**src/rtl/core/vacl_pkg.sv**
```systemverilog
`timescale 1ns / 1ps
// vacl_pkg: widths, beat types and pipeline stage types for the velocity limiter
// used by vacl_div_pipe and velocity_accel_limiter_unit; depends on nothing

package vacl_pkg;

  localparam int SPEED_BITS = 32;
  localparam int FRAC_BITS  = 16;
  localparam int CAP_BITS   = SPEED_BITS - 1;
  localparam int DT_BITS    = FRAC_BITS;
  localparam int PROD_BITS  = CAP_BITS + DT_BITS;
  localparam int BND_BITS   = SPEED_BITS + 1;
  localparam int SUM_BITS   = SPEED_BITS + 3;
  localparam int IDX_BITS   = 2;

  typedef enum logic [IDX_BITS-1:0] {
    REG_SPEED_CAP = 2'd0,
    REG_ACCEL_CAP = 2'd1,
    REG_DECEL_CAP = 2'd2
  } reg_idx_t;

  typedef struct packed {
    logic signed [SPEED_BITS-1:0] present_speed;
    logic signed [SPEED_BITS-1:0] goal_speed;
    logic        [DT_BITS-1:0]    step_time;
  } vacl_in_t;

  typedef struct packed {
    logic signed [SPEED_BITS-1:0] next_speed;
    logic                         clipped;
  } vacl_out_t;

  typedef struct packed {
    logic                         vld;
    logic signed [SPEED_BITS-1:0] v;
    logic signed [SPEED_BITS-1:0] t;
    logic        [SPEED_BITS-1:0] av;
    logic                         rev;
    logic                         direct;
    logic                         limited;
    logic        [BND_BITS-1:0]   bound;
    logic        [PROD_BITS-1:0]  acc;
    logic        [PROD_BITS-1:0]  rem;
    logic        [FRAC_BITS-1:0]  quo;
  } vacl_pipe_t;

  typedef struct packed {
    logic                         vld;
    logic signed [SPEED_BITS-1:0] t;
    logic                         limited;
    logic signed [SUM_BITS-1:0]   delta;
    logic signed [SUM_BITS-1:0]   bound;
    logic signed [SUM_BITS-1:0]   vpb;
    logic signed [SUM_BITS-1:0]   vmb;
  } vacl_fin_t;

  function automatic logic signed [SPEED_BITS-1:0] sat_speed(
    input logic signed [SUM_BITS-1:0] x
  );
    logic signed [SUM_BITS-1:0] hi;
    logic signed [SUM_BITS-1:0] lo;
    hi = SUM_BITS'({1'b0, {(SPEED_BITS-1){1'b1}}});
    lo = -hi - SUM_BITS'(1);
    if (x > hi) begin
      sat_speed = hi[SPEED_BITS-1:0];
    end else if (x < lo) begin
      sat_speed = lo[SPEED_BITS-1:0];
    end else begin
      sat_speed = x[SPEED_BITS-1:0];
    end
  endfunction

endpackage

```
**src/rtl/core/vacl_div_pipe.sv**
```systemverilog
`timescale 1ns / 1ps
// vacl_div_pipe: restoring divider, one quotient bit per register stage
// uses vacl_pkg for the stage type; side data rides along with each beat

module vacl_div_pipe (
  input  logic                             clk,
  input  logic                             rst_n,
  input  logic [vacl_pkg::CAP_BITS-1:0]    divisor,
  input  vacl_pkg::vacl_pipe_t             din,
  output vacl_pkg::vacl_pipe_t             dout
);

  localparam int N = vacl_pkg::FRAC_BITS;

  vacl_pkg::vacl_pipe_t st_r [N+1];

  assign st_r[0] = din;

  for (genvar k = 0; k < N; k++) begin : g_stage
    vacl_pkg::vacl_pipe_t st_nxt;
    logic [vacl_pkg::PROD_BITS-1:0] dsh;

    always_comb begin
      dsh = vacl_pkg::PROD_BITS'(divisor) << (N - 1 - k);
      st_nxt = st_r[k];
      if (st_r[k].rem >= dsh) begin
        st_nxt.rem = st_r[k].rem - dsh;
        st_nxt.quo[N-1-k] = 1'b1;
      end else begin
        st_nxt.quo[N-1-k] = 1'b0;
      end
    end

    always_ff @(posedge clk) begin
      if (!rst_n) begin
        st_r[k+1].vld <= 1'b0;
      end else begin
        st_r[k+1].vld <= st_nxt.vld;
      end
      st_r[k+1].v       <= st_nxt.v;
      st_r[k+1].t       <= st_nxt.t;
      st_r[k+1].av      <= st_nxt.av;
      st_r[k+1].rev     <= st_nxt.rev;
      st_r[k+1].direct  <= st_nxt.direct;
      st_r[k+1].limited <= st_nxt.limited;
      st_r[k+1].bound   <= st_nxt.bound;
      st_r[k+1].acc     <= st_nxt.acc;
      st_r[k+1].rem     <= st_nxt.rem;
      st_r[k+1].quo     <= st_nxt.quo;
    end
  end

  assign dout = st_r[N];

endmodule
```
**config.mk**
```make
export PLATFORM = sky130hd
export DESIGN_NAME = vacl_div_pipe
export DESIGN_NICKNAME = d
export VERILOG_FILES = /design/src/rtl/core/vacl_pkg.sv /design/src/rtl/core/vacl_div_pipe.sv
export SDC_FILE = /design/constraint.sdc
export NUM_CORES = 2
export LEC_CHECK = 0
export ABC_AREA = 0
export BUFFER_PORTS_ARGS = -buffer_cell sky130_fd_sc_hd__buf_2
export CORE_MARGIN = 5
export CORE_UTILIZATION = 45
export CTS_BUF_LIST = sky130_fd_sc_hd__clkbuf_2 sky130_fd_sc_hd__clkbuf_4 sky130_fd_sc_hd__clkbuf_8
export DETAILED_ROUTE_END_ITERATION = 12
export PLACE_DENSITY_LB_ADDON = 0.05
export SKIP_CTS_REPAIR_TIMING = 1
export SLEW_MARGIN = 30
export SYNTH_ARGS = -nofsm -noshare
export SYNTH_HDL_FRONTEND = slang
export SYNTH_SLANG_ARGS = --single-unit
export TNS_END_PERCENT = 1
```
**constraint.sdc**
```tcl
create_clock -name clk -period 6.09 [get_ports clk]
set_input_delay 1.827 -clock clk [delete_from_list [all_inputs] [get_ports clk]]
set_output_delay 1.827 -clock clk [all_outputs]
set_load 0.05 [all_outputs]
```
==> reports/metrics.csv <==
metric;value;unit
place_ws;271.7;ps
min_period_over_period;0.8003;
fin_crit;4874;ps
synth-edff-count;0;
slew_headroom;0.4645;
die_y;508.1;um
p_per_area;553.2;nW/um2
seqPwrFrac;0.421;
grt_setup_unrepaired;no;
async_flop_share;0;
grt_max_degree;56;
max_cap_violations;0;
syn_to_final_growth;16.72;%
vias;66460;
antenna_found_initial;21;
setup_viol;0;
initialDrtViolationCount;3130;
path_class;in -> reg;
synthFlopType;dfxtp_1;
root_buffer;clkbuf_8;
p_sw_frac;0.3150;
final_hold_viol_count;0;
antenna_left;0;
layout.nets;10860;
cts.sinks;3768;
fmax;205.2;MHz
die_w;508.1;um
numCtsBuffers;595;
place_hpwl;176500;um
netlist_instances;9230;
cp_slowest_stage_delay;710;ps
intPower;49370;uW
start_util;0.4530;
setup_tns;0;ps
crit_path_top_delay_cell;nor4b_2;
place_congestion;0.8988;
worstPathArrival;5760;ps
multiInputGateArea;32970;um2
io_buffers;502;
worst_setup_path_end_kind;flop;
final_common_cell;dfxtp_1;
avgRoutedWirePerCell;17.59;um
seq_area;75430;um2
cp_cell_sequence;buf_2 > inv_1 > buf_4 > ha_1 > nor2b_1 > o31a_1 > o21ai_0 > a211oi_1 > o21ai_0 > a311oi_1 > o31ai_1 > nor4b_2 > nand4_1 > xnor2_1;
cts_max_level;6;
ys_seq_area_frac;0.6758;
worstPathRequired;6970;ps
layout_common_cells;3768 x dfxtp_1, 739 x clkbuf_8, 589 x a21oi_1;
ioPinCount;519;
power.switching;22700;uW
wl;243400;um
hp-class;reg -> reg;
avgSynthCellArea;12.09;um2
synthesis.nets;10020;
drive_above_1_share;0.1819;
coreArea;246400;um2
ys_types;104;
grt_pass1_wl;375500;um
grt_pass1_vias;67400;
worst_pin_slew;802.4;ps
setup_slack;1216;ps
leakage;0.05633;uW
status;finished clean;
timing.critical_path.mode_cell;o21ai_0;
drc;0;
synth_area;111600;um2
synth_seq_cells;3768;
finalClockSkew;86.48;ps
cp_max_fo;8;
grt.total_usage;0.1848;
pwr-share-comb;0.273;
fillerInstances;21600;
routed_via_density;4.802;
final_max_slew_viol_count;0;
design.die.area;258100;um2
p_clk_frac;0.305;
placementRows;182;
drtPass1Iterations;8;
clock_latency;1030;ps
clkTransAtPathRegs;60;ps
vdd_drop_max;0.2562;mV
start_kind;input port;
max-clock-path-buffers;4;
synth_warnings;0;
gr-total-overflow;0;
cts_tree;done;
## critical path, delay by kind of cell
kind	cells	cell delay [ps]
buffers and inverters	3	650
xor gates and xnor gates	1	170
and+or+nand+nor	3	1070
AOI/OAI and AO/OA	6	1790
adders and majority gates	1	260
## path summary, 6_finish.rpt
path / from / depth (start not counted) / slack (ps) / to
worst max register to register: st_r[260] / 10 / 2190 / dout[17]
worst min-delay path: g_stage[3].st_nxt[168] / 0 / 260 / g_stage[4].st_nxt[168]
worst max-delay path: divisor[1] / 14 / 1220 / st_r[301]
worst min register to register: g_stage[3].st_nxt[168] / 0 / 260 / g_stage[4].st_nxt[168]
## per-stage QoR
step | hold slack (ps) | std cells | utilization | area (um2) | power (uW)
2_1_floorplan | 309.6 | 9230 | - | 111600 | 44920
3_3_place_gp | 309.6 | 12790 | 0.4768 | 117500 | 50460
3_5_place_dp | 312.1 | 12790 | 0.4768 | 117500 | 50550
4_1_cts | 234.3 | 13840 | 0.5288 | 130300 | 73060
5_1_grt | 244.9 | 13840 | 0.5288 | 130300 | 76590
6_report | 257.6 | 13840 | 0.5288 | 130300 | 72070
## per-layer routing
| layer | vias up | GRT usage | share of wire |
|---|---|---|---|
| met3 | 564 | 0.03735 | 0.047 |
| li1 | 33310 | - | - |
| met2 | 1567 | 0.3278 | 0.50 |
| met4 | 6 | 0.07228 | 0.036 |
| met5 | - | 0 | 0.00012 |
| met1 | 31020 | 0.2195 | 0.42 |
## logic make-up after synthesis
logic type,Yosys count,share of synthesized area
compound gates,1889,0.1057
xor+xnor,541,0.04245
fa+ha+maj,512,0.05846
buf+inv,624,0.02990
flops,3768,0.6758
mux,86,0.008653
simple gates,1810,0.07912
## power groups by stage
stage / clock [uW] / sequential, uW / combinational, uW
detailed placement: 0 / 30900 / 19600
floorplan: 0 / 29800 / 15100
global route: 24000 / 30700 / 21800
global placement: 0 / 30900 / 19600
finish: 22000 / 30400 / 19700
CTS: 22900 / 30400 / 19700
## layout make-up
cell class                 instances  area share
antenna                            4  0.00007682
clock buffer                     947     0.09005
clock inverter                   103    0.008230
inverter                         191    0.005502
multi-input combinational       4838      0.2530
sequential                      3768      0.5789
tap                             3312     0.03180
timing repair buffer             676     0.03238
## synthesized netlist by cell type (all sizes together), types with 148 or more instances
cell type,instances,area [um2]
nand2,553,2076
a21o,260,1952
xor2,234,2049
nor2,450,1689
dfxtp,3768,75430
buf,285,2066
ha,496,6206
xnor2,307,2689
a21oi,593,2983
clkbuf,148,555.5
inv,189,709.4
o21ai,488,2442
## sequential cells by signal, indices dropped and copies added, names as in the netlist
name            cells
st_r              705
g_stage.st_nxt   2820
dout              243
No activity file was read; power rests on OpenSTA's default activity.
